**src/rtl/lrtf_pkg.sv**
```systemverilog
// Shared constants and controller/datapath interface types for the LRTF scheduler.
package lrtf_pkg;

  localparam int unsigned MAX_JOBS = 16;
  localparam int unsigned IDX_W    = (MAX_JOBS > 1) ? $clog2(MAX_JOBS) : 1;
  localparam int unsigned CNT_W    = $clog2(MAX_JOBS + 1);
  localparam int unsigned ID_W     = 16;
  localparam int unsigned TIME_W   = 12;
  localparam int unsigned RES_W    = 17;

  // Commands from the controller to the datapath
  typedef struct packed {
    logic             load_we;     // write input job into entry idx
    logic             sched_start; // clear the simulated clock
    logic             scan_en;     // compare entry idx against the current best
    logic             scan_first;  // first entry of a scan: best is empty
    logic             apply;       // run the picked job for one unit or jump idle time
    logic             emit_load;   // load the result registers from entry idx
    logic             emit_last;   // result being loaded is the final one
    logic [IDX_W-1:0] idx;         // entry address
  } ctl_cmd_t;

  // Status from the datapath to the controller
  typedef struct packed {
    logic any_unfinished;          // last scan found a job with service left
  } dp_stat_t;

endpackage

```
**src/rtl/longest_remaining_time_first_scheduler_top.sv**
```systemverilog
// Top level of the longest-remaining-time-first scheduler.
// Jobs are taken one per cycle while the block is loading; up to MAX_JOBS are held and further
// jobs of a set are dropped. The transfer carrying last_job starts scheduling, during which
// in_stall_o is high. Each simulated time unit (a run of one unit, or a jump over idle time to
// the next arrival) takes a sequential scan over the held entries, one entry per cycle, that
// picks the job with the most remaining time, followed by an apply step. Results then leave in
// load order, each held until its transfer completes, and loading resumes after the transfer of
// the result flagged last_result_o.
module longest_remaining_time_first_scheduler_top (
  input  logic                         clk_i,
  input  logic                         rst_ni,
  input  logic                         in_valid_i,
  output logic                         in_stall_o,
  input  logic [lrtf_pkg::ID_W-1:0]    job_id_i,
  input  logic [lrtf_pkg::TIME_W-1:0]  arrival_time_i,
  input  logic [lrtf_pkg::TIME_W-1:0]  burst_time_i,
  input  logic                         last_job_i,
  output logic                         out_valid_o,
  input  logic                         out_stall_i,
  output logic [lrtf_pkg::ID_W-1:0]    result_id_o,
  output logic [lrtf_pkg::RES_W-1:0]   completion_time_o,
  output logic [lrtf_pkg::RES_W-1:0]   turnaround_o,
  output logic [lrtf_pkg::RES_W-1:0]   waiting_o,
  output logic                         last_result_o
);
  import lrtf_pkg::*;

  ctl_cmd_t cmd;
  dp_stat_t stat;

  // Sequencer
  lrtf_ctrl u_ctrl (
    .clk_i       (clk_i),
    .rst_ni      (rst_ni),
    .in_valid_i  (in_valid_i),
    .in_stall_o  (in_stall_o),
    .last_job_i  (last_job_i),
    .out_valid_o (out_valid_o),
    .out_stall_i (out_stall_i),
    .cmd_o       (cmd),
    .stat_i      (stat)
  );

  // Stores and arithmetic
  lrtf_datapath u_datapath (
    .clk_i             (clk_i),
    .rst_ni            (rst_ni),
    .cmd_i             (cmd),
    .stat_o            (stat),
    .job_id_i          (job_id_i),
    .arrival_time_i    (arrival_time_i),
    .burst_time_i      (burst_time_i),
    .result_id_o       (result_id_o),
    .completion_time_o (completion_time_o),
    .turnaround_o      (turnaround_o),
    .waiting_o         (waiting_o),
    .last_result_o     (last_result_o)
  );

endmodule

```
**src/rtl/lrtf_ctrl.sv**
```systemverilog
// Controller state machine: load, per-time-unit scan, apply and result emission.
module lrtf_ctrl (
  input  logic                clk_i,
  input  logic                rst_ni,
  input  logic                in_valid_i,
  output logic                in_stall_o,
  input  logic                last_job_i,
  output logic                out_valid_o,
  input  logic                out_stall_i,
  output lrtf_pkg::ctl_cmd_t  cmd_o,
  input  lrtf_pkg::dp_stat_t  stat_i
);
  import lrtf_pkg::*;

  typedef enum logic [2:0] {
    ST_LOAD,
    ST_SCAN,
    ST_APPLY,
    ST_EMIT,
    ST_WAIT
  } state_e;

  state_e           state_q;
  logic [CNT_W-1:0] cnt_q;
  logic [CNT_W-1:0] idx_q;
  logic             out_valid_q;

  logic             in_acc;
  logic             at_last;

  assign in_stall_o  = (state_q != ST_LOAD);
  assign in_acc      = in_valid_i && (state_q == ST_LOAD);
  assign at_last     = (CNT_W'(idx_q + 1'b1) == cnt_q);
  assign out_valid_o = out_valid_q;

  // Command decode
  always_comb begin
    cmd_o             = '0;
    cmd_o.load_we     = in_acc && (cnt_q < CNT_W'(MAX_JOBS));
    cmd_o.sched_start = in_acc && last_job_i;
    cmd_o.scan_en     = (state_q == ST_SCAN);
    cmd_o.scan_first  = (idx_q == '0);
    cmd_o.apply       = (state_q == ST_APPLY);
    cmd_o.emit_load   = (state_q == ST_EMIT);
    cmd_o.emit_last   = at_last;
    cmd_o.idx         = (state_q == ST_LOAD) ? cnt_q[IDX_W-1:0] : idx_q[IDX_W-1:0];
  end

  // State, counters and output valid
  always_ff @(posedge clk_i or negedge rst_ni) begin
    if (!rst_ni) begin
      state_q     <= ST_LOAD;
      cnt_q       <= '0;
      idx_q       <= '0;
      out_valid_q <= 1'b0;
    end else begin
      case (state_q)
        ST_LOAD: begin
          if (in_acc) begin
            if (cmd_o.load_we) cnt_q <= CNT_W'(cnt_q + 1'b1);
            if (last_job_i) begin
              idx_q   <= '0;
              state_q <= ST_SCAN;
            end
          end
        end
        ST_SCAN: begin
          if (at_last) state_q <= ST_APPLY;
          else         idx_q   <= CNT_W'(idx_q + 1'b1);
        end
        ST_APPLY: begin
          idx_q   <= '0;
          state_q <= stat_i.any_unfinished ? ST_SCAN : ST_EMIT;
        end
        ST_EMIT: begin
          out_valid_q <= 1'b1;
          state_q     <= ST_WAIT;
        end
        ST_WAIT: begin
          // hold the result until the transfer completes
          if (!out_stall_i) begin
            out_valid_q <= 1'b0;
            if (at_last) begin
              cnt_q   <= '0;
              state_q <= ST_LOAD;
            end else begin
              idx_q   <= CNT_W'(idx_q + 1'b1);
              state_q <= ST_EMIT;
            end
          end
        end
        default: state_q <= ST_LOAD;
      endcase
    end
  end

endmodule

```
**src/rtl/lrtf_datapath.sv**
```systemverilog
// Datapath: job stores, simulated clock, best-candidate search and result registers.
module lrtf_datapath (
  input  logic                         clk_i,
  input  logic                         rst_ni,
  input  lrtf_pkg::ctl_cmd_t           cmd_i,
  output lrtf_pkg::dp_stat_t           stat_o,
  input  logic [lrtf_pkg::ID_W-1:0]    job_id_i,
  input  logic [lrtf_pkg::TIME_W-1:0]  arrival_time_i,
  input  logic [lrtf_pkg::TIME_W-1:0]  burst_time_i,
  output logic [lrtf_pkg::ID_W-1:0]    result_id_o,
  output logic [lrtf_pkg::RES_W-1:0]   completion_time_o,
  output logic [lrtf_pkg::RES_W-1:0]   turnaround_o,
  output logic [lrtf_pkg::RES_W-1:0]   waiting_o,
  output logic                         last_result_o
);
  import lrtf_pkg::*;

  // Job stores, read at the single controller address
  logic [ID_W-1:0]   ids_q    [MAX_JOBS];
  logic [TIME_W-1:0] arr_q    [MAX_JOBS];
  logic [TIME_W-1:0] burst_q  [MAX_JOBS];
  logic [TIME_W-1:0] rem_q    [MAX_JOBS];
  logic [RES_W-1:0]  fin_q    [MAX_JOBS];

  logic [RES_W-1:0]  t_q;
  logic              best_valid_q;
  logic [TIME_W-1:0] best_rem_q;
  logic [ID_W-1:0]   best_id_q;
  logic [IDX_W-1:0]  best_idx_q;
  logic              any_q;
  logic [TIME_W-1:0] min_arr_q;

  logic [ID_W-1:0]   id_r;
  logic [TIME_W-1:0] arr_r;
  logic [TIME_W-1:0] burst_r;
  logic [TIME_W-1:0] rem_r;
  logic [RES_W-1:0]  fin_r;
  logic              unfin;
  logic              cand;
  logic              have;
  logic              any_prev;
  logic              take;
  logic              new_min;
  logic [RES_W-1:0]  tat;

  assign id_r    = ids_q[cmd_i.idx];
  assign arr_r   = arr_q[cmd_i.idx];
  assign burst_r = burst_q[cmd_i.idx];
  assign rem_r   = rem_q[cmd_i.idx];
  assign fin_r   = fin_q[cmd_i.idx];

  // Candidate compare: most remaining time, then lowest id, then first loaded
  assign unfin    = (rem_r != '0);
  assign cand     = unfin && ({{(RES_W-TIME_W){1'b0}}, arr_r} <= t_q);
  assign have     = best_valid_q && !cmd_i.scan_first;
  assign any_prev = any_q && !cmd_i.scan_first;
  assign take     = cand && (!have || (rem_r > best_rem_q) ||
                             ((rem_r == best_rem_q) && (id_r < best_id_q)));
  assign new_min  = unfin && (!any_prev || (arr_r < min_arr_q));

  assign stat_o.any_unfinished = any_q;

  // Result arithmetic, modulo 2^RES_W
  assign tat = RES_W'(fin_r - {{(RES_W-TIME_W){1'b0}}, arr_r});

  // Stores: load writes, apply decrements the picked job
  always_ff @(posedge clk_i) begin
    if (cmd_i.load_we) begin
      ids_q[cmd_i.idx]   <= job_id_i;
      arr_q[cmd_i.idx]   <= arrival_time_i;
      burst_q[cmd_i.idx] <= burst_time_i;
      rem_q[cmd_i.idx]   <= burst_time_i;
      fin_q[cmd_i.idx]   <= {{(RES_W-TIME_W){1'b0}}, arrival_time_i};
    end
    if (cmd_i.apply && best_valid_q) begin
      rem_q[best_idx_q] <= TIME_W'(best_rem_q - 1'b1);
      if (best_rem_q == TIME_W'(1)) fin_q[best_idx_q] <= RES_W'(t_q + 1'b1);
    end
  end

  // Simulated clock and scan state
  always_ff @(posedge clk_i or negedge rst_ni) begin
    if (!rst_ni) begin
      t_q          <= '0;
      best_valid_q <= 1'b0;
      any_q        <= 1'b0;
    end else begin
      if (cmd_i.sched_start) begin
        t_q <= '0;
      end else if (cmd_i.apply) begin
        if (best_valid_q) t_q <= RES_W'(t_q + 1'b1);
        else if (any_q)   t_q <= {{(RES_W-TIME_W){1'b0}}, min_arr_q};
      end
      if (cmd_i.scan_en) begin
        best_valid_q <= take || have;
        any_q        <= unfin || any_prev;
      end
    end
  end

  // Best-candidate payload
  always_ff @(posedge clk_i) begin
    if (cmd_i.scan_en) begin
      if (take) begin
        best_rem_q <= rem_r;
        best_id_q  <= id_r;
        best_idx_q <= cmd_i.idx;
      end
      if (new_min) min_arr_q <= arr_r;
    end
  end

  // Result registers
  always_ff @(posedge clk_i) begin
    if (cmd_i.emit_load) begin
      result_id_o       <= id_r;
      completion_time_o <= fin_r;
      turnaround_o      <= tat;
      waiting_o         <= RES_W'(tat - {{(RES_W-TIME_W){1'b0}}, burst_r});
      last_result_o     <= cmd_i.emit_last;
    end
  end

endmodule
```
**config.mk**
```make
export PLATFORM = sky130hd
export DESIGN_NAME = longest_remaining_time_first_scheduler_top
export DESIGN_NICKNAME = d
export VERILOG_FILES = /design/src/rtl/lrtf_pkg.sv /design/src/rtl/longest_remaining_time_first_scheduler_top.sv /design/src/rtl/lrtf_ctrl.sv /design/src/rtl/lrtf_datapath.sv
export SDC_FILE = /design/constraint.sdc
export NUM_CORES = 1
export LEC_CHECK = 0
export BUFFER_PORTS_ARGS = -buffer_cell sky130_fd_sc_hd__clkbuf_2
export CAP_MARGIN = 0
export CORE_MARGIN = 8
export CORE_UTILIZATION = 30
export DETAILED_ROUTE_END_ITERATION = 10
export PLACE_DENSITY = 0.51
export SYNTH_ARGS = -nofsm -noshare
export SYNTH_HDL_FRONTEND = slang
export SYNTH_SLANG_ARGS = --single-unit
```
**constraint.sdc**
```tcl
create_clock -name clk_i -period 8.2 [get_ports clk_i]
set_input_delay 0 -clock clk_i [delete_from_list [all_inputs] [get_ports clk_i]]
set_output_delay 0 -clock clk_i [all_outputs]
set_load 0.005 [all_outputs]
```
# Word-level counts from Yosys, hierarchy flattened
# Memory sizes are Yosys's and may differ from the RTL's.
# Index checks and enable logic that the tools add are counted.
# Widths: inputs -> output; s select.
[totals]
output_inout_bits = 70
n_memories = 5
reg_bits = 145
in_bits = 45
mem_bits_rw = 1104
[mem_list]
columns = ["memory", "words", "width", "rd", "rd_ports_with_merged_regs", "write_ports", "line_no", "text"]
rows = [
  ["u_datapath.fin_q", 16, 17, 1, 0, 1, "lrtf_datapath.sv:23", "logic [RES_W-1:0] fin_q [MAX_JOBS];"],
  ["u_datapath.ids_q", 16, 16, 1, 0, 1, "lrtf_datapath.sv:19", "logic [ID_W-1:0] ids_q [MAX_JOBS];"],
  ["u_datapath.arr_q", 16, 12, 1, 0, 1, "lrtf_datapath.sv:20", "logic [TIME_W-1:0] arr_q [MAX_JOBS];"],
  ["u_datapath.burst_q", 16, 12, 1, 0, 1, "lrtf_datapath.sv:21", "logic [TIME_W-1:0] burst_q [MAX_JOBS];"],
  ["u_datapath.rem_q", 16, 12, 1, 0, 1, "lrtf_datapath.sv:22", "logic [TIME_W-1:0] rem_q [MAX_JOBS];"],
]
[classes]
add_sub_neg = 6
eq_ne = 13
n_reduce_logical = 36
order_cmp = 5
mux = 37
[ops]
columns = ["operator", "n"]
rows = [
  ["$mux 17", 5],
  ["$mux 5", 8],
  ["$sub 17x12->17", 2],
  ["$pmux 5 s4", 1],
  ["$add 17x1->17 const B", 1],
  ["$le 12x17->1", 1],
  ["$reduce_or 17->1", 1],
  ["$lt 16x16->1", 1],
  ["$pmux 3 s5", 1],
  ["$eq 12x1->1 const B", 1],
  ["$eq 12x12->1", 1],
  ["$gt 12x12->1", 1],
  ["$lt 12x12->1", 1],
  ["$mux 12", 1],
  ["$mux 3", 4],
  ["$mux 4", 3],
  ["$reduce_bool 12->1", 1],
  ["$reduce_or 12->1", 1],
  ["$sub 12x1->12 const B", 1],
  ["$add 5x1->5 const B", 2],
  ["$logic_and 1x1->1", 10],
  ["$mux 1", 10],
  ["$pmux 5 s2", 1],
  ["$reduce_and 2->1", 4],
  ["18 further kinds", 34],
]

# Logic depth before layout (Yosys ltp)
# Gate-level depths: netlist of the first run.
[logic_depth]
depth_word = 8
depth_mapped = 32
mapped_depth_nobuf = 26

# Modules after synthesis
# A second synthesis of the first run with hierarchy kept.
[unflattened]
cells_unflattened = 3430
hier_area_um2 = 54652.4
[modules_own_cells]
columns = ["mod", "seq_area_each_um2", "n_inst", "cells_per_inst", "area_each_um2"]
rows = [
  ["lrtf_datapath", 36990.5, 1, 3320, 53641.4],
  ["lrtf_ctrl", 350.3, 1, 110, 1011.0],
]

# Least setup slack after synthesis of the first run
# Ideal clock, no wire load.
[synth_path]
kind = "register -> register"
startpoint = "register u_ctrl.state_q[2]"
endpoint = "register u_datapath.best_id_q[0], enable pin"
n_path_buf = 7
arrival_time_ns = 6.009
setup_ns = 0.440
path_slack_ns = 1.751
period_less_slack_ns = 6.449
path_stages_with_launch = 23
path_cell_list = "dfrtp_1 buf_6 nor3_4 inv_2 mux2i_4 buf_8 buf_12 buf_6 buf_4 buf_4 buf_4 mux4_2 nand2_1 a31oi_1 ha_1 a21o_1 a21o_1 a21oi_1 a211o_1 a21oi_1 nor3b_1 nand3_1 a41oi_1"
[synth_via]
elab_chain_len = 8
elab_cells_between_ends = 17
classes_between = "order compare: 3; eq/ne: 2; mux: 1; reduce/logical: 8; memory: 3"
[synth_rtl]
columns = ["item", "line_no", "text"]
rows = [
  ["from (decl)", "lrtf_ctrl.sv:23", "state_e state_q;"],
  ["from (signal assigned)", "lrtf_ctrl.sv:73", "state_q <= stat_i.any_unfinished ? ST_SCAN : ST_EMIT;"],
  ["$logic_not 3->1", "lrtf_ctrl.sv:46", "cmd_o.idx = (state_q == ST_LOAD) ? cnt_q[IDX_W-1:0] : idx_q[IDX_W-1:0];"],
  ["$mux 4", "lrtf_ctrl.sv:46", ""],
  ["$mem_v2 16x16", "--", ""],
  ["net u_datapath.id_r[5]", "lrtf_datapath.sv:33", "logic [ID_W-1:0] id_r;"],
  ["$lt 16x16->1", "lrtf_datapath.sv:58", "((rem_r == best_rem_q) && (id_r < best_id_q)));"],
  ["$logic_and 1x1->1", "lrtf_datapath.sv:58", ""],
  ["$logic_or 1x1->1", "lrtf_datapath.sv:57", "assign take = cand && (!have || (rem_r > best_rem_q) ||"],
  ["$logic_and 1x1->1", "lrtf_datapath.sv:57", ""],
  ["$reduce_and 2->1 (no line)", "--", ""],
  ["to (signal assigned)", "lrtf_datapath.sv:106", "best_id_q <= id_r;"],
  ["to (decl)", "lrtf_datapath.sv:28", "logic [ID_W-1:0] best_id_q;"],
]
# The timed path passes the listed nets, and every way through them passes these cells.
# A chain may end at the register's enable or synchronous reset.

# Worst setup path in the final report of the first run
[layout_path]
startpoint = "register u_ctrl.state_q[1]"
endpoint = "register u_datapath.best_idx_q[1], enable pin"
[layout_via]
elab_chain_len = 8
elab_cells_between_ends = 17
classes_between = "order compare: 3; eq/ne: 2; mux: 1; reduce/logical: 8; memory: 3"
[layout_rtl]
columns = ["item", "line_no", "text"]
rows = [
  ["$logic_not 3->1", "lrtf_ctrl.sv:46", ""],
  ["$mux 4", "lrtf_ctrl.sv:46", ""],
  ["$mem_v2 16x16", "--", ""],
  ["net u_datapath.id_r[5]", "lrtf_datapath.sv:33", ""],
  ["$lt 16x16->1", "lrtf_datapath.sv:58", ""],
  ["$logic_and 1x1->1", "lrtf_datapath.sv:58", ""],
  ["$logic_or 1x1->1", "lrtf_datapath.sv:57", ""],
  ["$logic_and 1x1->1", "lrtf_datapath.sv:57", ""],
  ["$reduce_and 2->1 (no line)", "--", ""],
  ["to (signal assigned)", "lrtf_datapath.sv:107", "best_idx_q <= cmd_i.idx;"],
  ["to (decl)", "lrtf_datapath.sv:29", "logic [IDX_W-1:0] best_idx_q;"],
]
# The timed path passes the listed nets, and every way through them passes these cells.

==> flow_summary.json, run 1 <==
{
  "status": "finished clean",
  "die_h_um": 429,
  "critPathMaxFanout": 91,
  "finalSetupViolCount": 0,
  "grt_pass1_vias": 27800,
  "tightest_slew_ns": 1.17,
  "avgSynthCellArea_um2": 17.7,
  "mostFrequentLayoutCell": "edfxtp_1",
  "drv_slew": 0,
  "post-route-util_pct": 35.3,
  "irDropWorstVdd_mv": 0.692,
  "rows": 151,
  "die_x_um": 429,
  "synth_flop_cell": "edfxtp_1",
  "slowest_delay_ns": 0.69,
  "boundaryPins": 115,
  "clk_path_buf_depth": 3,
  "drtIter0Drc": 2494,
  "synth-compound-area-share_pct": 3.12,
  "syn_area_um2": 51300,
  "post_synth_xor_area_fraction_pct": 1.06,
  "num-nets-final": 3297,
  "start_util_pct": 30.2,
  "synth_seq_cells": 1249,
  "finalCriticalPeriod_ns": 6.90,
  "cts-root-buf": "clkbuf_16",
  "rrSetupSlack_ns": 1.30,
  "period_share_pct": 84.1,
  "arrival_ns": 7.31,
  "vias": 27400,
  "synth_edf_count": 1216,
  "core_area_um2": 170000,
  "slew_headroom_pct": 21.7,
  "yosys.area_share.simple_pct": 6.31,
  "synth_cell_types": 81,
  "fin_cells": 5504,
  "crit_chain": "nor3_4 > inv_2 > mux2i_4 > buf_4 > buf_12 > mux4_2 > nand2_1 > and3_1 > a31oi_1 > buf_4 > ha_1 > a21o_1 > a21o_1 > a21oi_1 > a211o_1 > a21oi_1 > nor3b_1 > nand3_1 > a41oi_4 > buf_4",
  "cpMostUsedCell": "buf_4",
  "ys_warn_count": 0,
  "drc": 0,
  "cts.sinks": 1249,
  "rsz0062_at_grt": "no",
  "wl_per_cell_um": 26.2,
  "hp-class": "input pin to flop",
  "gp_congestion": 0.804,
  "synth_top_family_by_area": "multiplexers",
  "synth_adder_area_share_pct": 2.02,
  "synth_nets": 3030,
  "max_clock_freq_ghz": 0.145,
  "dp_cells": 5206,
  "io_buffers": 114,
  "overflow": 0,
  "final_cell_mix": "edfxtp_1, nand2_1, mux4_2, clkbuf_16, clkbuf_2",
  "skew_ns": 0.0344,
  "yosysSeqAreaShare_pct": 72.8,
  "dr.pass1.iters": 5,
  "viasPerCell": 4.98,
  "drtAntennaViolNets": 0,
  "worstPathRequired_ns": 8.61,
  "p_per_area_nw_per_um2": 449,
  "synthCells": 2905,
  "cts_tree": "built",
  "ys_async_sr_fraction_pct": 2.64,
  "critPathCaptureType": "flop",
  "die-area_um2": 184000,
  "drive_gt1_share_pct": 22.6,
  "critPathKind": "flop to flop",
  "leakagePower_nw": 19.8,
  "worstSetupStartpointType": "flop",
  "cts_buffers": 136,
  "clk_latency_ns": 0.77,
  "area_growth_pct": 16.9,
  "cp_slowest_cell": "dfrtp_1",
  "antenna_found_initial": 9,
  "synthMuxAreaShare_pct": 12.7,
  "nFillCells": 15900,
  "max-cap-violations": 0,
  "finalWirelength_mm": 144,
  "track_usage_pct": 15.3,
  "hold_viol": 0,
  "grt_max_degree": 115,
  "path_clk_slew_ns": 0.07,
  "cts-htree-levels": 4,
  "hpwlAfterDp_mm": 84.7,
  "setup_tns_ns": 0,
  "grt_pass1_wl_mm": 206
}
## stage by stage
step / hold slack [ns] / cell area [um^2] / total power, W / setup slack [ns]
floorplan: -0.296 / 51300 / 0.0166 / 1.75
global placement: 0.204 / 55100 / 0.0212 / 1.29
detailed placement: 0.217 / 55100 / 0.0212 / 1.22
CTS: 0.0751 / 60000 / 0.0273 / 1.17
global route: 0.120 / 60000 / 0.0284 / 0.721
finish: 0.141 / 60000 / 0.0269 / 1.30
## flip-flops by register name (all words and copies together) (netlist names), 3 cells and up
name                          cells
u_datapath.best_rem_q            12
u_datapath.rem_q                192
u_datapath.min_arr_q             12
u_ctrl.state_q                    3
u_datapath.best_idx_q             4
u_ctrl.cnt_q                      5
u_datapath.t_q                   17
u_datapath.fin_q                272
u_datapath.result_id_o           16
u_datapath.best_id_q             16
u_datapath.waiting_o             17
u_datapath.completion_time_o     17
u_datapath.turnaround_o          17
u_datapath.burst_q              192
u_datapath.ids_q                256
u_ctrl.idx_q                      5
u_datapath.arr_q                192
## worst max-delay path: cells and delay by family, from the launching register on
kind | cells | cell delay [ns]
compound gates | 7 | 1.43
fa+ha+maj | 1 | 0.31
buf+inv | 5 | 2.17
flops | 1 | 0.69
mux | 2 | 0.96
simple gates | 5 | 0.75
## logic make-up after synthesis
logic type | count (synthesis)
AOI/OAI and AO/OA | 254
xor gates and xnor gates | 61
adders and majority gates | 82
buffers and inverters | 219
DFF | 1249
muxes | 324
and+or+nand+nor | 716
## synthesized netlist by cell type, types with 4 or more instances
| library cell | count | area share [%] |
|---|---|---|
| and3_1 | 61 | 0.74 |
| nand2b_1 | 12 | 0.15 |
| edfxtp_1 | 1216 | 71 |
| dfrtp_1 | 33 | 1.6 |
| o31a_1 | 9 | 0.15 |
| and2_1 | 14 | 0.17 |
| nand4_1 | 14 | 0.17 |
| inv_1 | 80 | 0.59 |
| nand3b_1 | 4 | 0.059 |
| nor2b_1 | 13 | 0.16 |
| xnor2_1 | 41 | 0.70 |
| mux2i_1 | 60 | 1.2 |
| or3_1 | 5 | 0.061 |
| inv_2 | 4 | 0.029 |
| o31ai_1 | 4 | 0.059 |
| ha_1 | 78 | 1.9 |
| o21a_1 | 6 | 0.088 |
| nand3_1 | 69 | 0.67 |
| a21o_1 | 10 | 0.15 |
| nor3b_1 | 10 | 0.15 |
| a21oi_1 | 38 | 0.37 |
| mux4_2 | 258 | 11 |
| nor4_1 | 4 | 0.049 |
| nand2_1 | 362 | 2.6 |
| clkbuf_1 | 49 | 0.36 |
| a31oi_1 | 59 | 0.72 |
| buf_1 | 24 | 0.18 |
| nor3_1 | 14 | 0.14 |
| xor2_1 | 19 | 0.32 |
| buf_2 | 35 | 0.34 |
| buf_6 | 7 | 0.15 |
| buf_4 | 17 | 0.25 |
| o21ai_0 | 86 | 0.84 |
| nor2_1 | 119 | 0.87 |
## report_power, final
part / internal [W] / switching [W] / total (W)
Clock: 0.00346 / 0.00256 / 0.00602
Sequential: 0.00815 / 0.000327 / 0.00847
Combinational: 0.00473 / 0.00773 / 0.0125
Total: 0.0163 / 0.0106 / 0.0269
## worst paths after layout
| path | cells past startpoint | to | start |
|---|---|---|---|
| worst min-delay path | 3 | u_ctrl.state_q[2] | out_stall_i |
| worst max register to register | 20 | u_datapath.best_idx_q[1] | u_ctrl.state_q[1] |
| max in group asynchronous | 4 | u_datapath.t_q[1] | rst_ni |
| min in group asynchronous | 4 | u_ctrl.cnt_q[1] | rst_ni |
| worst min register to register | 2 | u_datapath.t_q[1] | u_datapath.t_q[1] |
| worst max-delay path | 20 | u_datapath.best_idx_q[1] | u_ctrl.state_q[1] |
## metal layers
layer / vias to the layer above / track usage (%) / part of all wire [%]
li1: 12000 / - / -
met1: 14500 / 20.5 / 43
met2: 701 / 25.8 / 49
met3: 186 / 2.42 / 4.9
met4: 0 / 4.49 / 2.7
met5: - / 0 / 0
## what timing repair did
action                                 in CTS  in global routing
resized for setup                           0                  0
hold buffers                               46                  0
endpoints found under the hold margin     813                  0
buffers inserted                            0                  0
## area by class of cell
type,count,area [um^2],area share (%)
Timing Repair Buffer,263,1910,3.19
Clock buffer,164,3550,5.92
Sequential cell,1249,37300,62.3
Multi-Input combinational cell,1437,13200,22.1
Clock inverter,83,807,1.35
Inverter,85,339,0.565
Antenna cell,5,12.5,0.0209
Tap cell,2218,2780,4.63
No activity file was read; power rests on OpenSTA's default activity.
==> run 2, diff against run 1 <==
Clock period 8.2 ns to 6.5 ns, I/O delays scaled along.
==> run 2 against run 1 <==
Effect of this change:
- via count rose by 1.2%
- clock-buffer cell count rose by 14
- first-iteration DRC count is essentially flat
- highest routed layer is now met5
- critical path depth grew 4
- global-route usage is essentially flat
- core utilization grew 0.18 points
- wire length up 0.43%
- hold slack improved by 0.0049 ns
==> flow_summary.json, run 2 (same netlist as run 1, synthesis figures left out) <==
{
  "track_usage_pct": 15.3,
  "core_area_um2": 170000,
  "r2r-end": "u_datapath.waiting_o[13]",
  "critPathMaxFanout": 42,
  "skew_ns": 0.0344,
  "wl_met1_mm": 62.5,
  "critPathKind": "flop to flop",
  "crit_chain": "nor3_4 > buf_4 > mux2i_4 > inv_8 > buf_4 > mux4_2 > nand2_1 > nand3_1 > and2_1 > inv_1 > ha_1 > nand3_1 > o22ai_1 > nor2_1 > xnor2_1 > ha_1 > or2_2 > nand2_1 > a21oi_1 > or2_2 > maj3_1 > a32o_1 > nor3_2 > xor2_1",
  "area_growth_pct": 17.5,
  "dp_cells": 5267,
  "arrival_ns": 6.60,
  "cts.sinks": 1249,
  "finalSetupViolCount": 0,
  "gp_congestion": 0.809,
  "grt_max_degree": 100,
  "finalWirelength_mm": 145,
  "hold_viol": 0,
  "grt_pass1_vias": 27900,
  "max_clock_freq_ghz": 0.164,
  "die_x_um": 429,
  "wl_met3_mm": 8.06,
  "r2r_cells": 24,
  "status": "finished clean",
  "critPathTopFamily": "simple AND/OR/NAND/NOR gates",
  "hp-class": "input pin to flop",
  "slowest_delay_ns": 0.46,
  "period_share_pct": 93.9,
  "drive_gt1_share_pct": 23.5,
  "fin_cells": 5565,
  "viasPerCell": 4.99,
  "startpoint": "u_ctrl.state_q[2]",
  "cts_tree": "built",
  "tightest_slew_ns": 1.27,
  "final_cell_mix": "edfxtp_1, nand2_1, mux4_2, buf_4, clkbuf_16",
  "antenna_found_initial": 12,
  "die-area_um2": 184000,
  "critPathCaptureType": "flop",
  "routed.top_layer": "met5",
  "mostFrequentLayoutCell": "edfxtp_1",
  "drtIter0Drc": 2495,
  "max-cap-violations": 0,
  "place_ws_ns": 0.278,
  "path_depth": 24,
  "rrSetupSlack_ns": 0.40,
  "slew_headroom_pct": 15.3,
  "wl_met2_mm": 69.9,
  "overflow": 0,
  "register_area_um2": 37300,
  "largest_reg_flops": 272,
  "drtAntennaViolNets": 0,
  "io_buffers": 114,
  "cts_buffers": 137,
  "worstSetupStartpointType": "flop",
  "rows": 151,
  "wl_per_cell_um": 26.0,
  "multi_input_area_um2": 13200,
  "worstPathRequired_ns": 6.99,
  "largest_registers": "u_datapath.fin_q: 272 flops, u_datapath.ids_q: 256 flops",
  "drv_slew": 0,
  "regMostFlops": "u_datapath.fin_q",
  "finalHoldWorstSlack_ns": 0.146,
  "nFillCells": 16000,
  "hpwlAfterDp_mm": 86.6,
  "clk_path_buf_depth": 3,
  "drc": 0,
  "start_util_pct": 30.2,
  "finalCriticalPeriod_ns": 6.10,
  "boundaryPins": 115,
  "path_clk_slew_ns": 0.06,
  "clk_latency_ns": 0.78,
  "setup_ws_ns": 0.396,
  "dr.pass1.iters": 5,
  "num-nets-final": 3359,
  "vias": 27800,
  "die_h_um": 429,
  "crit_buf_inv": 4,
  "critPathCapture": "u_datapath.waiting_o[13]",
  "r2r-start": "u_ctrl.state_q[2]",
  "grt_pass1_wl_mm": 206,
  "cp_slowest_cell": "buf_4",
  "cts-htree-levels": 4,
  "post-route-util_pct": 35.5,
  "cts-root-buf": "clkbuf_16"
}
## run 2: changes by cell type in the layout (fill, tap and decap cells not counted), moves of 6 or more
| cell | delta |
|---|---|
| bufinv_16 | -7 |
| clkbuf_1 | +10 |
| nor2_1 | +8 |
| clkinv_2 | -8 |
| nor2_2 | +6 |
| buf_4 | +58 |
| nor2_4 | -14 |
## run 2: worst min path at each step
stage / startpoint / end / slack (ns) / cells after the start
finish: out_stall_i / u_ctrl.state_q[2] / 0.15 / 3
floorplan: rst_ni / u_ctrl.cnt_q[0] / -0.30 / 0
global placement: rst_ni / u_ctrl.cnt_q[4] / 0.24 / 1
global route: out_stall_i / u_ctrl.state_q[2] / 0.15 / 3
detailed placement: rst_ni / u_ctrl.cnt_q[3] / 0.24 / 1
CTS: out_stall_i / u_ctrl.state_q[2] / 0.09 / 3
## run 2: repair_timing
item	4_1_cts	5_1_grt
resized for setup	0	4
hold buffers	46	0
setup buffers	0	0
setup endpoints to repair	0	6
hold endpoints to repair	795	0
## run 2: per-layer routing
| metal | global-route usage, % | vias to the layer above |
|---|---|---|
| li1 | - | 12100 |
| met1 | 20.4 | 14600 |
| met2 | 25.1 | 792 |
| met3 | 3.16 | 207 |
| met4 | 5.00 | 2 |
| met5 | 0 | - |
## run 2: per-stage QoR
stage	setup TNS, ns	instance area [um^2]
6_report	0	60300
5_1_grt	-0.0139	60300
4_1_cts	0	60200
3_5_place_dp	0	55500
3_3_place_gp	0	55500
2_1_floorplan	0	51300
## run 2: area by class of cell
cell class / instances / area share (%)
sequential: 1249 / 62.0
multi-input combinational: 1437 / 21.8
clock buffer: 178 / 6.12
tap: 2218 / 4.60
timing repair buffer: 324 / 3.97
clock inverter: 65 / 0.930
inverter: 85 / 0.563
antenna: 9 / 0.0374
## run 2: worst register-to-register path, stage by stage (launching register included)
cell and delay (ns):
dfrtp_1 0.40, nor3_4 0.24, buf_4 0.25, mux2i_4 0.11, inv_8 0.34, buf_4 0.47, mux4_2 0.28, nand2_1 0.06
nand3_1 0.09, and2_1 0.32, inv_1 0.09, ha_1 0.37, nand3_1 0.10, o22ai_1 0.28, nor2_1 0.09, xnor2_1 0.25
ha_1 0.32, or2_2 0.30, nand2_1 0.08, a21oi_1 0.05, or2_2 0.30, maj3_1 0.39, a32o_1 0.36, nor3_2 0.19
xor2_1 0.09
Power of run 2 is not shown: default switching activity piles up to over one toggle a cycle in this logic, so the estimate is an artifact.
==> run 3, diff against run 2 <==
Settings changed: PLACE_DENSITY 0.51 to not set.
Clock period 6.5 ns to 5.09 ns, I/O delays scaled along.
==> run 3 against run 2 <==
Effect of this change:
- the flow now finishes with violations (setup timing)
- largest cell class unchanged
- maximum frequency rose by 17%
- worst setup slack worse by 0.52 ns
- clock skew grew 0.020 ns
==> flow_summary.json, run 3 (same netlist as run 1, synthesis figures left out) <==
{
  "fin_area_um2": 62900,
  "final_cell_mix": "edfxtp_1, nand2_1, buf_4, mux4_2, clkbuf_16",
  "period_share_pct": 103,
  "dr.pass1.iters": 6,
  "rrSetupSlack_ns": -0.13,
  "worstSetupStartpointType": "flop",
  "worstPathRequired_ns": 5.58,
  "finalHoldWorstSlack_ns": 0.101,
  "hpwlAfterDp_mm": 88.3,
  "place_area_um2": 57000,
  "tightest_slew_ns": 1.17,
  "gp_congestion": 0.854,
  "die_h_um": 429,
  "num-nets-final": 3553,
  "r2r_cells": 26,
  "area_growth_pct": 22.6,
  "dp_cells": 5411,
  "grt_max_degree": 65,
  "cts-root-buf": "clkbuf_16",
  "r2r-end": "u_datapath.waiting_o[13]",
  "drc": 0,
  "cts_buffers": 134,
  "clk_path_buf_depth": 3,
  "max_clock_freq_ghz": 0.192,
  "die-area_um2": 184000,
  "mostFrequentLayoutCell": "edfxtp_1",
  "finalSetupViolCount": 5,
  "setup_ws_ns": -0.128,
  "slew_headroom_pct": 21.4,
  "violations": "setup timing",
  "hp-class": "input pin to asynchronous set/reset pin",
  "boundaryPins": 115,
  "wl_per_cell_um": 24.3,
  "critPathKind": "flop to flop",
  "cts_tree": "built",
  "cts-htree-levels": 4,
  "drive_gt1_share_pct": 29.7,
  "status": "finished, violations left",
  "vias": 28800,
  "start_util_pct": 30.2,
  "drv_slew": 0,
  "clk_latency_ns": 0.76,
  "grt_pass1_vias": 28600,
  "nFillCells": 15700,
  "largest_registers": "u_datapath.fin_q: 272 flops, u_datapath.ids_q: 256 flops",
  "multi_input_area_um2": 13500,
  "register_area_um2": 37300,
  "path_depth": 26,
  "critPathCaptureType": "flop",
  "overflow": 0,
  "cp_slowest_cell": "mux4_2",
  "hold_viol": 0,
  "drtAntennaViolNets": 0,
  "cts.sinks": 1249,
  "critPathTopFamily": "simple AND/OR/NAND/NOR gates",
  "viasPerCell": 5.00,
  "track_usage_pct": 14.7,
  "regMostFlops": "u_datapath.fin_q",
  "finalCriticalPeriod_ns": 5.22,
  "max-cap-violations": 0,
  "antenna_found_initial": 17,
  "core_area_um2": 170000,
  "rows": 151,
  "crit_buf_inv": 5,
  "slowest_delay_ns": 0.51,
  "place_ws_ns": -0.310,
  "arrival_ns": 5.71,
  "r2r-start": "u_ctrl.state_q[0]",
  "skew_ns": 0.0539,
  "critPathMaxFanout": 5,
  "fin_cells": 5763,
  "largest_reg_flops": 272,
  "drtIter0Drc": 2794,
  "path_clk_slew_ns": 0.06,
  "finalWirelength_mm": 140,
  "die_x_um": 429,
  "grt_pass1_wl_mm": 201,
  "io_buffers": 114,
  "rsz0062_at_grt": "yes"
}
==> run 3: changes by cell type in the layout (fill, tap and decap cells not counted), moves of 6 or more <==
cell,previous run,this run
a21oi_2,0,6
buf_16,0,7
o21ai_0,82,75
bufinv_16,4,11
buf_4,153,305
clkbuf_1,36,28
ha_1,78,72
a31oi_2,2,8
buf_12,10,38
a21oi_1,38,31
inv_1,80,74
a31oi_1,58,48
==> run 3: stage by stage <==
step / TNS, ns / utilization (%)
after floorplan: -4.67 / -
after global placement: -6.84 / 33.6
after detailed placement: -8.25 / 33.6
after CTS: -0.388 / 36.7
after global routing: -2.51 / 37.1
final: -0.300 / 37.1
==> run 3: what timing repair did <==
action                                  4_1_cts  5_1_grt
resized for setup                            53       37
pin swaps                                    36       19
endpoints found under the setup margin       39       54
buffers inserted                             23       28
gates cloned                                  3        3
endpoints found under the hold margin       713        0
hold buffers                                 44        0
==> run 3: worst max-delay path by stage <==
stage / to / start / slack, ns
global placement: u_datapath.waiting_o[13] / u_ctrl.state_q[0] / -0.24
floorplan: u_datapath.waiting_o[13] / u_ctrl.state_q[0] / -0.45
global route: u_datapath.waiting_o[13] / u_ctrl.state_q[0] / -0.34
detailed placement: u_datapath.waiting_o[14] / u_ctrl.state_q[0] / -0.31
finish: u_datapath.waiting_o[13] / u_ctrl.state_q[0] / -0.13
CTS: u_datapath.waiting_o[13] / u_ctrl.state_q[1] / -0.10
==> run 3: final cells by class <==
type / count / share of cell area (%)
repair buffers: 521 / 7.14
well taps: 2218 / 4.41
inverters: 85 / 0.543
multi-input cells: 1437 / 21.5
flip-flops and latches: 1249 / 59.4
clock inverters: 79 / 1.41
clock buffers: 165 / 5.58
diodes: 9 / 0.0358
==> run 3: per-layer routing <==
layer / up-vias / global-route usage (%) / part of all wire (%)
met5: - / 0 / 0.034
met4: 8 / 4.50 / 2.7
met1: 15100 / 19.9 / 43
li1: 12500 / - / -
met3: 217 / 3.03 / 6.9
met2: 1007 / 23.7 / 47
Power of run 3 is left out for the same reason.
